--- src/tsrb_pkg.sv ---
// ----------------------------------------------------------------------------
// tsrb_pkg: shared types and constants for the sync retry backoff timer
// Holds the opcodes, register indexes, config, item and result records,
// and the wraparound time compare used by the step logic.
// ----------------------------------------------------------------------------
package tsrb_pkg;

    // Opcodes
    localparam logic [1:0] OP_START   = 2'd0;
    localparam logic [1:0] OP_REQUEST = 2'd1;
    localparam logic [1:0] OP_TICK    = 2'd2;

    // Config register indexes
    localparam int CFG_IDX_W = 3;
    localparam logic [CFG_IDX_W-1:0] REG_RESYNC_PERIOD = 3'd0;
    localparam logic [CFG_IDX_W-1:0] REG_MIN_VALID_SEC = 3'd1;
    localparam logic [CFG_IDX_W-1:0] REG_BACKOFF_BASE  = 3'd2;
    localparam logic [CFG_IDX_W-1:0] REG_BACKOFF_CAP   = 3'd3;
    localparam logic [CFG_IDX_W-1:0] REG_STALE_LIMIT   = 3'd4;

    // Config reset values
    localparam logic [30:0] RESYNC_PERIOD_RST = 31'd21600000;
    localparam logic [31:0] MIN_VALID_SEC_RST = 32'd1700000000;
    localparam logic [15:0] BACKOFF_BASE_RST  = 16'd1000;
    localparam logic [31:0] BACKOFF_CAP_RST   = 32'd60000;
    localparam logic [31:0] STALE_LIMIT_RST   = 32'd3600000;

    // Retry policy
    localparam logic [3:0] MAX_ATTEMPTS  = 4'd10;
    localparam int         SHIFT_LIMIT   = 5;
    localparam int         RESTART_EVERY = 5;
    localparam int         SHIFT_W       = 3;
    localparam int         DELAY_W       = 16 + SHIFT_LIMIT;

    typedef struct packed {
        logic [30:0] resync_period_ms;
        logic [31:0] min_valid_seconds;
        logic [15:0] backoff_base_ms;
        logic [31:0] backoff_cap_ms;
        logic [31:0] stale_limit_ms;
    } t_cfg;

    typedef struct packed {
        logic [1:0]  opcode;
        logic [31:0] now_ms;
        logic [31:0] wall_seconds;
    } t_item;

    typedef struct packed {
        logic        restart_client;
        logic        sync_ok;
        logic        first_sync;
        logic        sync_failed;
        logic        time_valid;
        logic        stale;
        logic [3:0]  attempt_count;
        logic [31:0] retry_at_ms;
    } t_result;

    // True when a is at or after b in wraparound time
    function automatic logic reached(input logic [31:0] a, input logic [31:0] b);
        logic [31:0] diff;
        diff = a - b;
        return ~diff[31];
    endfunction

    // True when a failure at this count restarts the client (zero or multiple of five)
    function automatic logic restart_due(input logic [3:0] cnt);
        logic hit;
        hit = 1'b0;
        for (int k = 0; k * RESTART_EVERY < 16; k++) begin
            if (cnt == 4'(k * RESTART_EVERY)) begin
                hit = 1'b1;
            end
        end
        return hit;
    endfunction

endpackage

--- src/tsrb_cfg.sv ---
// ----------------------------------------------------------------------------
// tsrb_cfg: configuration register file
// Takes one register write per transfer; writes to unknown indexes are dropped.
// ----------------------------------------------------------------------------
module tsrb_cfg (
    input  logic                          i_clk,
    input  logic                          i_rst_n,
    input  logic                          i_cfg_valid,
    output logic                          o_cfg_ready,
    input  logic [tsrb_pkg::CFG_IDX_W-1:0] i_cfg_index,
    input  logic [31:0]                   i_cfg_data,
    output tsrb_pkg::t_cfg                o_cfg
);

    tsrb_pkg::t_cfg r_cfg;

    // Always able to take a write
    assign o_cfg_ready = 1'b1;
    assign o_cfg       = r_cfg;

    // Hold register values, update on a write transfer
    always_ff @(posedge i_clk) begin
        if (!i_rst_n) begin
            r_cfg.resync_period_ms  <= tsrb_pkg::RESYNC_PERIOD_RST;
            r_cfg.min_valid_seconds <= tsrb_pkg::MIN_VALID_SEC_RST;
            r_cfg.backoff_base_ms   <= tsrb_pkg::BACKOFF_BASE_RST;
            r_cfg.backoff_cap_ms    <= tsrb_pkg::BACKOFF_CAP_RST;
            r_cfg.stale_limit_ms    <= tsrb_pkg::STALE_LIMIT_RST;
        end else if (i_cfg_valid && o_cfg_ready) begin
            case (i_cfg_index)
                tsrb_pkg::REG_RESYNC_PERIOD: r_cfg.resync_period_ms  <= i_cfg_data[30:0];
                tsrb_pkg::REG_MIN_VALID_SEC: r_cfg.min_valid_seconds <= i_cfg_data;
                tsrb_pkg::REG_BACKOFF_BASE:  r_cfg.backoff_base_ms   <= i_cfg_data[15:0];
                tsrb_pkg::REG_BACKOFF_CAP:   r_cfg.backoff_cap_ms    <= i_cfg_data;
                tsrb_pkg::REG_STALE_LIMIT:   r_cfg.stale_limit_ms    <= i_cfg_data;
                default: ;
            endcase
        end
    end

endmodule

--- src/tsrb_core.sv ---
// ----------------------------------------------------------------------------
// tsrb_core: sync scheduling state and per-item step logic
// Computes the result of one item from the state registers and updates the
// state when the item is taken.
// ----------------------------------------------------------------------------
module tsrb_core (
    input  logic              i_clk,
    input  logic              i_rst_n,
    input  tsrb_pkg::t_cfg    i_cfg,
    input  logic              i_en,
    input  tsrb_pkg::t_item   i_item,
    output tsrb_pkg::t_result o_res
);

    logic        r_valid_flag;
    logic        r_request_pending;
    logic [31:0] r_next_try_ms;
    logic [31:0] r_next_resync_ms;
    logic [3:0]  r_fail_count;
    logic [31:0] r_last_sync_ms;

    logic        n_valid_flag;
    logic        n_request_pending;
    logic [31:0] n_next_try_ms;
    logic [31:0] n_next_resync_ms;
    logic [3:0]  n_fail_count;
    logic [31:0] n_last_sync_ms;

    logic [31:0]                       w_resync_at;
    logic [tsrb_pkg::SHIFT_W-1:0]      w_shift;
    logic [tsrb_pkg::DELAY_W-1:0]      w_delay_raw;
    logic [31:0]                       w_delay;
    logic [31:0]                       w_age;

    assign w_resync_at = i_item.now_ms + {1'b0, i_cfg.resync_period_ms};

    // Next state and event flags for one item
    always_comb begin
        n_valid_flag      = r_valid_flag;
        n_request_pending = r_request_pending;
        n_next_try_ms     = r_next_try_ms;
        n_next_resync_ms  = r_next_resync_ms;
        n_fail_count      = r_fail_count;
        n_last_sync_ms    = r_last_sync_ms;
        o_res             = '0;
        w_shift           = '0;
        w_delay_raw       = '0;
        w_delay           = '0;

        case (i_item.opcode)
            tsrb_pkg::OP_START: begin
                n_valid_flag         = 1'b0;
                n_request_pending    = 1'b1;
                n_next_try_ms        = '0;
                n_next_resync_ms     = w_resync_at;
                n_fail_count         = '0;
                o_res.restart_client = 1'b1;
            end
            tsrb_pkg::OP_REQUEST: begin
                n_request_pending    = 1'b1;
                n_next_try_ms        = '0;
                o_res.restart_client = 1'b1;
            end
            tsrb_pkg::OP_TICK: begin
                // Periodic resync once time is valid and the period ran out
                if (r_valid_flag && tsrb_pkg::reached(i_item.now_ms, r_next_resync_ms)) begin
                    n_request_pending    = 1'b1;
                    n_next_try_ms        = '0;
                    n_next_resync_ms     = w_resync_at;
                    o_res.restart_client = 1'b1;
                end
                // Check the wall clock once the retry time has come
                if (n_request_pending && tsrb_pkg::reached(i_item.now_ms, n_next_try_ms)) begin
                    if (i_item.wall_seconds >= i_cfg.min_valid_seconds) begin
                        o_res.first_sync  = ~r_valid_flag;
                        o_res.sync_ok     = 1'b1;
                        n_valid_flag      = 1'b1;
                        n_last_sync_ms    = i_item.now_ms;
                        n_request_pending = 1'b0;
                        n_fail_count      = '0;
                        n_next_resync_ms  = w_resync_at;
                    end else begin
                        o_res.sync_failed = 1'b1;
                        if (tsrb_pkg::restart_due(r_fail_count)) begin
                            o_res.restart_client = 1'b1;
                        end
                        if (r_fail_count < tsrb_pkg::MAX_ATTEMPTS) begin
                            n_fail_count = r_fail_count + 4'd1;
                        end
                        // Capped exponential backoff
                        if (n_fail_count > 4'(tsrb_pkg::SHIFT_LIMIT)) begin
                            w_shift = tsrb_pkg::SHIFT_W'(tsrb_pkg::SHIFT_LIMIT);
                        end else begin
                            w_shift = n_fail_count[tsrb_pkg::SHIFT_W-1:0];
                        end
                        w_delay_raw = tsrb_pkg::DELAY_W'(i_cfg.backoff_base_ms) << w_shift;
                        if (32'(w_delay_raw) > i_cfg.backoff_cap_ms) begin
                            w_delay = i_cfg.backoff_cap_ms;
                        end else begin
                            w_delay = 32'(w_delay_raw);
                        end
                        n_next_try_ms = i_item.now_ms + w_delay;
                    end
                end
            end
            default: ;
        endcase

        // Age since the last good sync, after this item
        w_age               = i_item.now_ms - n_last_sync_ms;
        o_res.time_valid    = n_valid_flag;
        o_res.stale         = ~n_valid_flag || (w_age > i_cfg.stale_limit_ms);
        o_res.attempt_count = n_fail_count;
        o_res.retry_at_ms   = n_next_try_ms;
    end

    // Hold state, advance when an item is taken
    always_ff @(posedge i_clk) begin
        if (!i_rst_n) begin
            r_valid_flag      <= 1'b0;
            r_request_pending <= 1'b0;
            r_next_try_ms     <= '0;
            r_next_resync_ms  <= '0;
            r_fail_count      <= '0;
            r_last_sync_ms    <= '0;
        end else if (i_en) begin
            r_valid_flag      <= n_valid_flag;
            r_request_pending <= n_request_pending;
            r_next_try_ms     <= n_next_try_ms;
            r_next_resync_ms  <= n_next_resync_ms;
            r_fail_count      <= n_fail_count;
            r_last_sync_ms    <= n_last_sync_ms;
        end
    end

endmodule

--- src/time_sync_retry_backoff_top.sv ---
// ----------------------------------------------------------------------------
// time_sync_retry_backoff_top: clock-sync attempt scheduler with backoff
//
//   channel  dir  handshake                 payload
//   input    in   i_in_valid / o_in_stall   i_opcode, i_now_ms, i_wall_seconds
//   result   out  o_out_valid / i_out_stall o_restart_client .. o_retry_at_ms
//   config   in   i_cfg_valid / o_cfg_ready i_cfg_index, i_cfg_data
//
// One item per cycle while the result moves on; an item's result is offered from
// the result register (the input register feeds it and the state update).
// Reset (synchronous, i_rst_n low) clears scheduling state and loads register
// defaults. A stalled result holds in the result register while the input
// register still takes one more item; further input stalls until the result
// moves on.
// ----------------------------------------------------------------------------
module time_sync_retry_backoff_top (
    input  logic                           i_clk,
    input  logic                           i_rst_n,
    // input channel
    input  logic                           i_in_valid,
    output logic                           o_in_stall,
    input  logic [1:0]                     i_opcode,
    input  logic [31:0]                    i_now_ms,
    input  logic [31:0]                    i_wall_seconds,
    // result channel
    output logic                           o_out_valid,
    input  logic                           i_out_stall,
    output logic                           o_restart_client,
    output logic                           o_sync_ok,
    output logic                           o_first_sync,
    output logic                           o_sync_failed,
    output logic                           o_time_valid,
    output logic                           o_stale,
    output logic [3:0]                     o_attempt_count,
    output logic [31:0]                    o_retry_at_ms,
    // config channel
    input  logic                           i_cfg_valid,
    output logic                           o_cfg_ready,
    input  logic [tsrb_pkg::CFG_IDX_W-1:0] i_cfg_index,
    input  logic [31:0]                    i_cfg_data
);

    tsrb_pkg::t_cfg    w_cfg;
    tsrb_pkg::t_item   r_item;
    tsrb_pkg::t_result w_res;
    tsrb_pkg::t_result r_res;
    logic              r_in_vld;
    logic              r_out_vld;
    logic              w_adv;
    logic              w_in_xfer;
    logic              w_step;

    tsrb_cfg u_cfg (
        .i_clk       (i_clk),
        .i_rst_n     (i_rst_n),
        .i_cfg_valid (i_cfg_valid),
        .o_cfg_ready (o_cfg_ready),
        .i_cfg_index (i_cfg_index),
        .i_cfg_data  (i_cfg_data),
        .o_cfg       (w_cfg)
    );

    tsrb_core u_core (
        .i_clk   (i_clk),
        .i_rst_n (i_rst_n),
        .i_cfg   (w_cfg),
        .i_en    (w_step),
        .i_item  (r_item),
        .o_res   (w_res)
    );

    // Pipeline control: result register free or being drained
    assign w_adv      = ~r_out_vld | ~i_out_stall;
    assign o_in_stall = r_in_vld & ~w_adv;
    assign w_in_xfer  = i_in_valid & ~o_in_stall;
    assign w_step     = r_in_vld & w_adv;

    // Valid flags
    always_ff @(posedge i_clk) begin
        if (!i_rst_n) begin
            r_in_vld  <= 1'b0;
            r_out_vld <= 1'b0;
        end else begin
            if (w_in_xfer) begin
                r_in_vld <= 1'b1;
            end else if (w_adv) begin
                r_in_vld <= 1'b0;
            end
            if (w_adv) begin
                r_out_vld <= r_in_vld;
            end
        end
    end

    // Input and result payload registers
    always_ff @(posedge i_clk) begin
        if (w_in_xfer) begin
            r_item.opcode       <= i_opcode;
            r_item.now_ms       <= i_now_ms;
            r_item.wall_seconds <= i_wall_seconds;
        end
        if (w_step) begin
            r_res <= w_res;
        end
    end

    assign o_out_valid      = r_out_vld;
    assign o_restart_client = r_res.restart_client;
    assign o_sync_ok        = r_res.sync_ok;
    assign o_first_sync     = r_res.first_sync;
    assign o_sync_failed    = r_res.sync_failed;
    assign o_time_valid     = r_res.time_valid;
    assign o_stale          = r_res.stale;
    assign o_attempt_count  = r_res.attempt_count;
    assign o_retry_at_ms    = r_res.retry_at_ms;

    // A check either succeeds or fails, never both
    a_ok_xor_fail: assert property (@(posedge i_clk) disable iff (!i_rst_n)
        o_out_valid |-> !(o_sync_ok && o_sync_failed))
        else $error("sync_ok and sync_failed both set");

    // A first sync is a success that leaves time valid
    a_first_implies_ok: assert property (@(posedge i_clk) disable iff (!i_rst_n)
        (o_out_valid && o_first_sync) |-> (o_sync_ok && o_time_valid))
        else $error("first_sync without a valid success");

    // A success clears the attempt count and leaves time fresh
    a_ok_clears: assert property (@(posedge i_clk) disable iff (!i_rst_n)
        (o_out_valid && o_sync_ok) |-> (o_attempt_count == 4'd0 && !o_stale))
        else $error("success left attempts or stale flag set");

    // The attempt count saturates
    a_count_sat: assert property (@(posedge i_clk) disable iff (!i_rst_n)
        o_out_valid |-> (o_attempt_count <= tsrb_pkg::MAX_ATTEMPTS))
        else $error("attempt count beyond saturation");

endmodule

--- config.mk ---
export PLATFORM = sky130hd
export DESIGN_NAME = time_sync_retry_backoff_top
export DESIGN_NICKNAME = d
export VERILOG_FILES = /design/src/tsrb_pkg.sv /design/src/tsrb_cfg.sv /design/src/tsrb_core.sv /design/src/time_sync_retry_backoff_top.sv
export SDC_FILE = /design/constraint.sdc
export NUM_CORES = 1
export LEC_CHECK = 0
export BUFFER_PORTS_ARGS = -buffer_cell sky130_fd_sc_hd__buf_4
export CORE_MARGIN = 2
export CORE_UTILIZATION = 60
export CTS_CLUSTER_SIZE = 14
export DETAILED_ROUTE_END_ITERATION = 8
export HOLD_SLACK_MARGIN = 0.15
export PLACE_DENSITY = 0.75
export SYNTH_ARGS = -nofsm -noshare
export SYNTH_HDL_FRONTEND = slang
export SYNTH_SLANG_ARGS = --single-unit
--- constraint.sdc ---
create_clock -name i_clk -period 14.15 [get_ports i_clk]
set_input_delay 0.7075 -clock i_clk [delete_from_list [all_inputs] [get_ports i_clk]]
set_output_delay 0.7075 -clock i_clk [all_outputs]
set_load 0.05 [all_outputs]
# After elaboration in Yosys (flattened, before gate mapping)
# Cells that the tools add are included.
[word_totals]
ff_bits = 355
ram_bits = 0
romBits = 0
latchBits = 0
inputBits = 106
output_inout_bits = 45
mem_count = 0
[classes]
reduce_logical = 19
shifts = 1
n_div = 0
eq_ne = 9
addsub = 6
bitwise = 12
n_mul = 0
n_mux = 51
magnitude_cmp = 5
[op_table]
columns = ["op", "count"]
rows = [
  ["two-way mux 32 bit", 14],
  ["case mux 32 bit (2 select lines)", 2],
  ["subtractor 32 bit", 3],
  ["adder 32 x 31 -> 32 bit", 1],
  ["adder 32 bit", 1],
  [">= comparator 32 bit", 1],
  ["> comparator 21 x 32 -> 1 bit", 1],
  ["> comparator 32 bit", 1],
  ["two-way mux 4 bit", 7],
  ["<< shifter 16 x 3 -> 21 bit", 1],
  ["two-way mux 1 bit", 19],
  ["AND reduction 2 bit", 8],
  ["two-way mux 3 bit", 4],
  ["== test 4 bit, second input constant", 2],
  ["NOT 1 bit", 8],
  ["case mux 4 bit (2 select lines)", 1],
  ["== test 3 x 2 -> 1 bit, second input constant", 2],
  ["case mux 1 bit (2 select lines)", 3],
  ["nonzero test 2 bit", 3],
  ["adder 4 x 1 -> 4 bit, second input constant", 1],
  ["== test 4 x 3 -> 1 bit, second input constant", 1],
  ["> comparator 4 x 3 -> 1 bit, second input constant", 1],
  ["logical NOT 4 bit", 1],
  ["less-than comparator 4 bit, second input constant", 1],
  ["13 further kinds", 16],
]

# Depth between registers and ports, before layout
# Gate-level depths: netlist (run 1).
[depth]
word_depth = 25
ltp_mapped = 52
depth_no_buf = 49

# By module
# Synthesis (run 1) repeated with hierarchy kept, for this count alone.
[hier_totals]
cells_unflattened = 2556
area_unflattened_um2 = 22765.6
[by_module_without_submodules]
columns = ["mod", "n_inst", "seq_area_each_um2", "cells_each", "area_each_um2"]
rows = [
  ["tsrb_core", 1, 2042.0, 1903, 13904.6],
  ["tsrb_cfg", 1, 2862.7, 537, 5534.1],
  ["time_sync_retry_backoff_top", 1, 3283.1, 116, 3326.9],
]

# Worst setup path before layout (run 1)
# No wires, ideal clock.
[synth_timing]
path_kind = "register -> register"
startpoint = "register r_item[61] (netlist name)"
endpoint = "register r_res (netlist bit o_stale) (data pin)"
period_less_slack_ns = 9.962
t_arrival_ns = 9.701
stages_incl_launch_ff = 51
setup_slack_ns = 4.188
setup_time_ns = 0.261
path_buffers = 4
path_cell_list = "edfxtp_1 ha_1 a21oi_1 nand2_1 a221o_1 a211o_1 a32oi_1 and2_1 buf_6 clkbuf_1 clkbuf_1 nand2_1 ha_1 nand4_1 nor4_2 nand2_1 o21ai_1 nor2_1 [... 15 more ...] o221ai_1 o221ai_1 o22a_2 nand2_1 nand2_1 a21oi_1 xnor2_1 ha_1 nor2b_1 o21ai_0 nand2b_1 a21oi_1 nor2b_1 o21ai_0 nand2b_1 a221o_1 a21oi_1 o21ai_0"
[synth_lines]
columns = ["item", "line", "source"]
rows = [
  ["from (decl)", "time_sync_retry_backoff_top.sv:44", "tsrb_pkg::t_item r_item;"],
  ["to (signal assigned)", "time_sync_retry_backoff_top.sv:103", "r_res <= w_res;"],
  ["to (decl)", "time_sync_retry_backoff_top.sv:46", "tsrb_pkg::t_result r_res;"],
]

==> impl_results.md, run 1 <==
- Status: finished clean
- Die W: 195 um
- Met2 usage: 0.549
- Critical Path Slowest Stage Cell: a2111oi_0
- Design Power: 2.68 mW
- CP max FO: 21
- Most instantiated cells after synthesis: 510 x nand2_1, 247 x dfxtp_1, 242 x ha_1
- Yosys reg bits: approximately 360
- Root buffer cell: clkbuf_16
- Leakage power: approximately 11 nW
- Hold path cells: 1
- Drt drc: 0
- PortBufs: ~150
- Die Footprint: between 30000 and 40000 um^2
- Post-layout util: 0.692
- Nets: roughly 3000
- Minimum clock period: approximately 12 ns
- Layout Skew: 0.0173 ns
- Syn Inst Count: 2561
- Area delta synth->final: 13.0%
- EDFF count, synth: roughly 110
- Top FF cell, synth: dfxtp_1
- Ys async rst share: 0
- Placed Area: roughly 23000 um^2
- Hold Path Origin: i_wall_seconds[5]
- Layout fillers: 2928
- Unique masters post-synth: 86
- Overflow after GRT: 0
- Final Hold Viols: 0
- CP peak stage delay: slightly below 1 ns
- Vias: about 19000
- Hold_buf cts: 0
- Mapped cell area: roughly 22000 um^2
- Largest cells by area after synthesis: dfxtp_1 23%, edfxtp_1 15%, ha_1 14%
- YS warnings: 0
- Most common cell in the synthesized netlist: nand2_1
- Num ports: 151
- Largest net degree at the start of global routing: 100
- Final HPWL from detailed placement: between 40 and 50 mm
- CP endpoint kind: register
- DR pass1 iterations: 6
- Critical Path Most Common Cell: a21oi_1
- Row count: 69
- Gpl congestion: between 0.9 and 1
- Share of layout cells above drive strength 1: 0.103
- Num CTS Buffers: 40
- Routed len/inst: slightly above 20 um
- Post-CTS sizing: 0
- Most used routing layer: met2
- Die height: 195 um
- Initial antenna violation count: 1
- Clk_lat worst skew: approximately 0.58 ns
- CTS tree: done
- CP required: between 10 and 15 ns
- Synth top area share: 0.226
- Final setup violation count: 0
- RSZ-0062 raised after global routing: false
- First-pass GRT wire length: 101 mm
- Post-synthesis sequential area ratio: 0.374
- Routed Antenna Nets: 0
- CTS Buffer Depth: 3
- FF-to-FF End: o_stale
- Total track usage: 0.341
- Via density: roughly 6.1
- Final slew viol count: 0
- Synth area leader: dfxtp_1
- R2R cell count: 45
- Hold Crit Class: in -> reg
- Initial core utilization: 0.613
- Worst Tran Pin Value: roughly 1.2 ns
- H-tree levels: 2
- Critical path arrival: approximately 12 ns
- Reg-to-reg startpoint: r_item[58]
- Pwr dens: ~110 nW/um^2
- Max IR drop VDD: 0.107 mV
- Setup Fix Bufs, Post-CTS: 0
- Fmax: between 0.08 and 0.09 GHz
- Period utilization: 0.827
- Clock sinks: ~360
- Final Cell Area: 24700 um^2
- Total negative slack: 0 ns
- Clock transition at the registers of the reported paths: around 0.060 ns
- Detailed Route WL: around 65 mm
- Core footprint: around 36000 um^2
- Met1 Use GR: 0.458
- Number of global-route vias before repair: 18259
- R2r setup slk: around 2.4 ns
- Mean Syn Cell Area: approximately 8.6 um^2
- Met3 usage: 0.0466
- Hold Path Sink: r_item[5]
- First DRT Iteration DRCs: approximately 1600
- Worst setup SP type: register
- Max-cap violations: 0
- Worst slew margin: 0.183
- CP Class: reg -> reg
-- registers in the layout (all words and copies together), names as in the netlist, 4 cells and up --
name and flops:
u_core.r_fail_count 4, u_core.r_next_try_ms 32, u_core.r_next_resync_ms 32, u_core.r_last_sync_ms 32, u_cfg.o_cfg 143, o_retry_at_ms 32, r_item 66, o_attempt_count 4
-- logic make-up (layout without fill, tap and decap cells) --
group,Yosys count,in the layout,synth area share
buffers and inverters,272,404,0.0476
XOR/XNOR,75,75,0.0300
other,2,12,0.000343
multiplexers,66,66,0.0317
adder cells (fa/ha/maj),245,245,0.141
AND/OR/NAND/NOR,917,917,0.187
AO/OA/AOI/OAI,629,629,0.188
flip-flops,355,355,0.374
-- critical path, delay by kind of cell, from the launching register on --
kind	cells	cell delay, ns
adder cells (fa/ha/maj)	5	1.51
flip-flops	1	0.55
multiplexers	1	0.33
buffers and inverters	2	0.43
AO/OA/AOI/OAI	24	5.66
AND/OR/NAND/NOR	12	2.79
XOR/XNOR	1	0.14
-- per-stage QoR --
| stage | instances | setup slack (ns) | hold slack (ns) |
|---|---|---|---|
| 5_1_grt | 3163 | 1.66 | 0.291 |
| 3_3_place_gp | 3088 | 2.98 | 0.442 |
| 6_report | 3164 | 2.44 | 0.296 |
| 2_1_floorplan | 2570 | 4.19 | 0.436 |
| 3_5_place_dp | 3088 | 2.72 | 0.447 |
| 4_1_cts | 3162 | 2.65 | 0.276 |
-- report_power, final --
part / internal (mW) / leakage [nW] / total (mW) / switching, mW
Combinational: 0.189 / 7.10 / 0.474 / 0.284
Sequential: 1.09 / 3.06 / 1.12 / 0.0311
Clock: 0.643 / 0.663 / 1.09 / 0.447
-- layout make-up --
| class | count | area, um^2 | area share |
|---|---|---|---|
| Antenna cell | 1 | 2.50 | 0.000101 |
| Clock buffer | 53 | 1100 | 0.0445 |
| Clock inverter | 21 | 259 | 0.0105 |
| Inverter | 162 | 612 | 0.0247 |
| Multi-Input combinational cell | 1943 | 12700 | 0.515 |
| Sequential cell | 355 | 8190 | 0.331 |
| Tap cell | 461 | 577 | 0.0233 |
| Timing Repair Buffer | 168 | 1260 | 0.0510 |
-- worst max path at each step --
| stage | startpoint | end | slack, ns | depth (start not counted) |
|---|---|---|---|---|
| after floorplan | r_item[61] | o_stale | 4.19 | 50 |
| after global placement | r_item[49] | o_stale | 2.98 | 45 |
| after CTS | r_item[48] | o_stale | 2.65 | 45 |
| final | r_item[58] | o_stale | 2.44 | 45 |
| after global routing | r_item[61] | o_stale | 1.66 | 45 |
| after detailed placement | r_item[60] | o_stale | 2.72 | 45 |
-- placed cells by master, fill, tap and decap left out, types with 8 or more instances in the layout --
cell,instances
conb_1,11
ha_1,242
a22oi_1,24
mux2_2,16
clkbuf_16,40
or3_1,16
nand2_1,510
a21o_1,55
a21oi_1,210
nand2b_1,22
nand4_1,32
a31oi_1,15
nand3_1,61
mux2i_1,49
a211oi_1,16
xnor2_1,51
o21ai_0,115
buf_4,168
o211ai_1,38
a211o_1,11
inv_1,159
nor2_1,117
nor3_1,27
clkbuf_1,8
o21a_1,12
nor2b_1,38
and2_1,44
and3_1,17
o21bai_1,11
xor2_1,24
o21ai_1,8
o211a_1,31
edfxtp_1,108
dfxtp_1,247
a22o_1,11
-- per-layer routing --
layer	part of all wire	up-vias	routed length (um)
met4	0.040	0	2620
li1	-	9239	-
met2	0.45	726	29400
met1	0.44	9085	28800
met3	0.067	144	4360
met5	0	-	0
Note: power is estimated with default switching activity, not from simulation.
==> run 2, diff against run 1 <==
--- a/config.mk
+++ b/config.mk
@@ -7,11 +7,11 @@
 export LEC_CHECK = 0
 export BUFFER_PORTS_ARGS = -buffer_cell sky130_fd_sc_hd__buf_4
 export CORE_MARGIN = 2
-export CORE_UTILIZATION = 60
+export CORE_UTILIZATION = 56
 export CTS_CLUSTER_SIZE = 14
 export DETAILED_ROUTE_END_ITERATION = 8
 export HOLD_SLACK_MARGIN = 0.15
-export PLACE_DENSITY = 0.75
+export PLACE_DENSITY = 0.74
 export SYNTH_ARGS = -nofsm -noshare
 export SYNTH_HDL_FRONTEND = slang
 export SYNTH_SLANG_ARGS = --single-unit
==> constraint.sdc (replaced) <==
create_clock -name i_clk -period 9.75 [get_ports i_clk]
set_input_delay 0.4875 -clock i_clk [delete_from_list [all_inputs] [get_ports i_clk]]
set_output_delay 0.4875 -clock i_clk [all_outputs]
set_load 0.05 [all_outputs]
==> impl_results.md, run 2 (same netlist as run 1, synthesis figures left out) <==
- Status: finished clean
- Clock sinks: 355 (unchanged)
- Initial core utilization: 0.567 (-0.0461)
- Routed Antenna Nets: 0 (unchanged)
- Final Cell Area: 26300 um^2 (+6.2%)
- Row count: 72 (+4.3%)
- Worst Tran Pin Value: 1.24 ns (+0.0142 ns)
- Die Footprint: 40700 um^2 (+7.0%)
- Final HPWL from detailed placement: 45.2 mm (-6.7%)
- Largest net degree at the start of global routing: 99 (-1.0%)
- CTS Buffer Depth: 3 (unchanged)
- Initial antenna violation count: 1 (unchanged)
- Most frequent cells in the layout: 510 x nand2_1, 246 x dfxtp_1, 235 x ha_1
- Max reg flops: 143 (unchanged)
- Share of layout cells above drive strength 1: 0.134 (+0.0316)
- Placed Area: 23900 um^2 (+2.1%)
- Routed len/inst: 18.8 um (-8.8%)
- Minimum clock period: 9.50 ns (-2.21 ns)
- Nets: 3155 (+4.4%)
- Die height: 202 um (+3.4%)
- Overflow after GRT: 0 (unchanged)
- Met1 Use GR: 0.397 (-0.0610)
- Area delta synth->final: 20.0%
- Hold Crit Class: in -> reg
- Number of global-route vias before repair: 18889 (+3.5%)
- CTS tree: done
- Num ports: 151 (unchanged)
- R2r setup slk: 0.25 ns (-2.19 ns)
- Met2 usage: 0.507 (-0.0418)
- Fmax: 0.105 GHz (+23%)
- Vias: 19723 (+2.8%)
- Most used routing layer: met2
- Post-Place Setup Slack: -0.180 ns (-2.90 ns)
- Drt drc: 0 (unchanged)
- Final slew viol count: 0 (unchanged)
- Clock transition at the registers of the reported paths: 0.07 ns (about the same)
- Commonest non-fill, non-tap cell in the layout: nand2_1
- Hold Path Sink: u_cfg.o_cfg[134]
- H-tree levels: 2 (unchanged)
- Die W: 202 um (+3.4%)
- Design Power: 3.92 mW (+46%)
- Clk_lat worst skew: 0.59 ns (about the same)
- Multi-input gate area: 13000 um^2 (+2.1%)
- R2R cell count: 48 (+6.7%)
- Detailed Route WL: 62.9 mm (-3.4%)
- Reg-to-reg startpoint: r_item[54]
- DR pass1 iterations: 6 (unchanged)
- Total track usage: 0.304 (-0.0369)
- Layout Skew: 0.0263 ns (+0.00904 ns)
- PortBufs: 149 (unchanged)
- Hold Path Origin: i_cfg_data[22]
- CP max FO: 12 (-43%)
- Layout fillers: 3048 (+4.1%)
- Worst setup SP type: register
- FF-to-FF End: o_stale
- Max IR drop VDD: 0.140 mV (+31%)
- Leakage power: 11.5 nW (+6.0%)
- CP required: 10.08 ns (-4.37 ns)
- RSZ-0062 raised after global routing: true
- Register area: 8190 um^2 (about the same)
- Setup slack after layout: 0.252 ns (-2.19 ns)
- Hold path cells: 3 (+2)
- Core footprint: 38600 um^2 (+8.1%)
- CP Class: reg -> reg
- Via density: 5.88 (-3.0%)
- First DRT Iteration DRCs: 1549 (-3.3%)
- Num CTS Buffers: 40 (unchanged)
- Critical Path Slowest Stage Cell: edfxtp_1
- First-pass GRT wire length: 98.4 mm (-3.0%)
- Gpl congestion: 0.938 (-4.5%)
- Met3 usage: 0.0429 (-0.00371)
- Post-layout util: 0.680 (-0.0120)
- Final Hold Viols: 0 (unchanged)
- Root buffer cell: clkbuf_16
- Worst slew margin: 0.173 (-0.00948)
- Final setup violation count: 0 (unchanged)
- CP peak stage delay: 0.45 ns (-0.52 ns)
- CP endpoint kind: register
- Pwr dens: 149 nW/um^2 (+38%)
- Critical path arrival: 9.83 ns (-2.18 ns)
- Period utilization: 0.974 (+0.147)
- Antenna diodes: 0 (-1)
- Max-cap violations: 0 (unchanged)
-- run 2: critical path, delay by kind of cell, from the launching register on --
family	cells	cell delay [ns]
mux	2	0.35
simple gates	8	1.60
buf+inv	6	0.97
fa+ha+maj	4	1.23
compound gates	27	4.48
flops	1	0.45
xor+xnor	1	0.14
-- run 2: what timing repair did --
action / in CTS / in global routing
resized for setup: 7 / 47
cloned: 0 / 1
hold buffers: 70 / 0
endpoints found under the hold margin: 70 / 0
setup buffers: 0 / 9
setup endpoints to repair: 1 / 3
pin swaps: 1 / 22
-- run 2: metrics by stage --
step | cells | setup TNS (ns) | hold slack [ns]
floorplan | 2570 | 0 | 0.436
global placement | 3200 | 0 | 0.442
finish | 3352 | 0 | 0.165
global route | 3352 | -0.150 | 0.180
CTS | 3342 | 0 | 0.152
detailed placement | 3200 | -0.180 | 0.447
-- run 2: report_power, final --
| part | leakage, nW | switching (mW) | internal [mW] | total (mW) |
|---|---|---|---|---|
| Combinational | 7.76 | 0.435 | 0.319 | 0.754 |
| Sequential | 3.07 | 0.0296 | 1.58 | 1.61 |
| Clock | 0.656 | 0.650 | 0.913 | 1.56 |
| Total | 11.5 | 1.11 | 2.81 | 3.92 |
-- run 2: how the worst max path moves through the flow --
stage / cells past startpoint / start / to / slack, ns
4_1_cts: 46 / r_item[54] / o_stale / 0.005
6_report: 48 / r_item[54] / o_stale / 0.25
5_1_grt: 51 / r_item[54] / o_stale / -0.15
3_3_place_gp: 49 / r_item[54] / o_stale / 0.23
3_5_place_dp: 49 / r_item[54] / o_stale / -0.18
2_1_floorplan: 50 / r_item[61] / o_stale / 0.07
-- run 2: metal layers --
metal	vias to the layer above	part of all wire
met3	172	0.063
met5	-	0
met4	0	0.040
li1	9504	-
met2	723	0.46
met1	9324	0.43
-- run 2: final cells by class --
| cell class | count | share of cell area |
|---|---|---|
| inverter | 162 | 0.0232 |
| timing repair buffer | 302 | 0.0944 |
| multi-input combinational | 1943 | 0.495 |
| clock buffer | 53 | 0.0420 |
| sequential | 355 | 0.312 |
| tap | 518 | 0.0247 |
| clock inverter | 19 | 0.00957 |
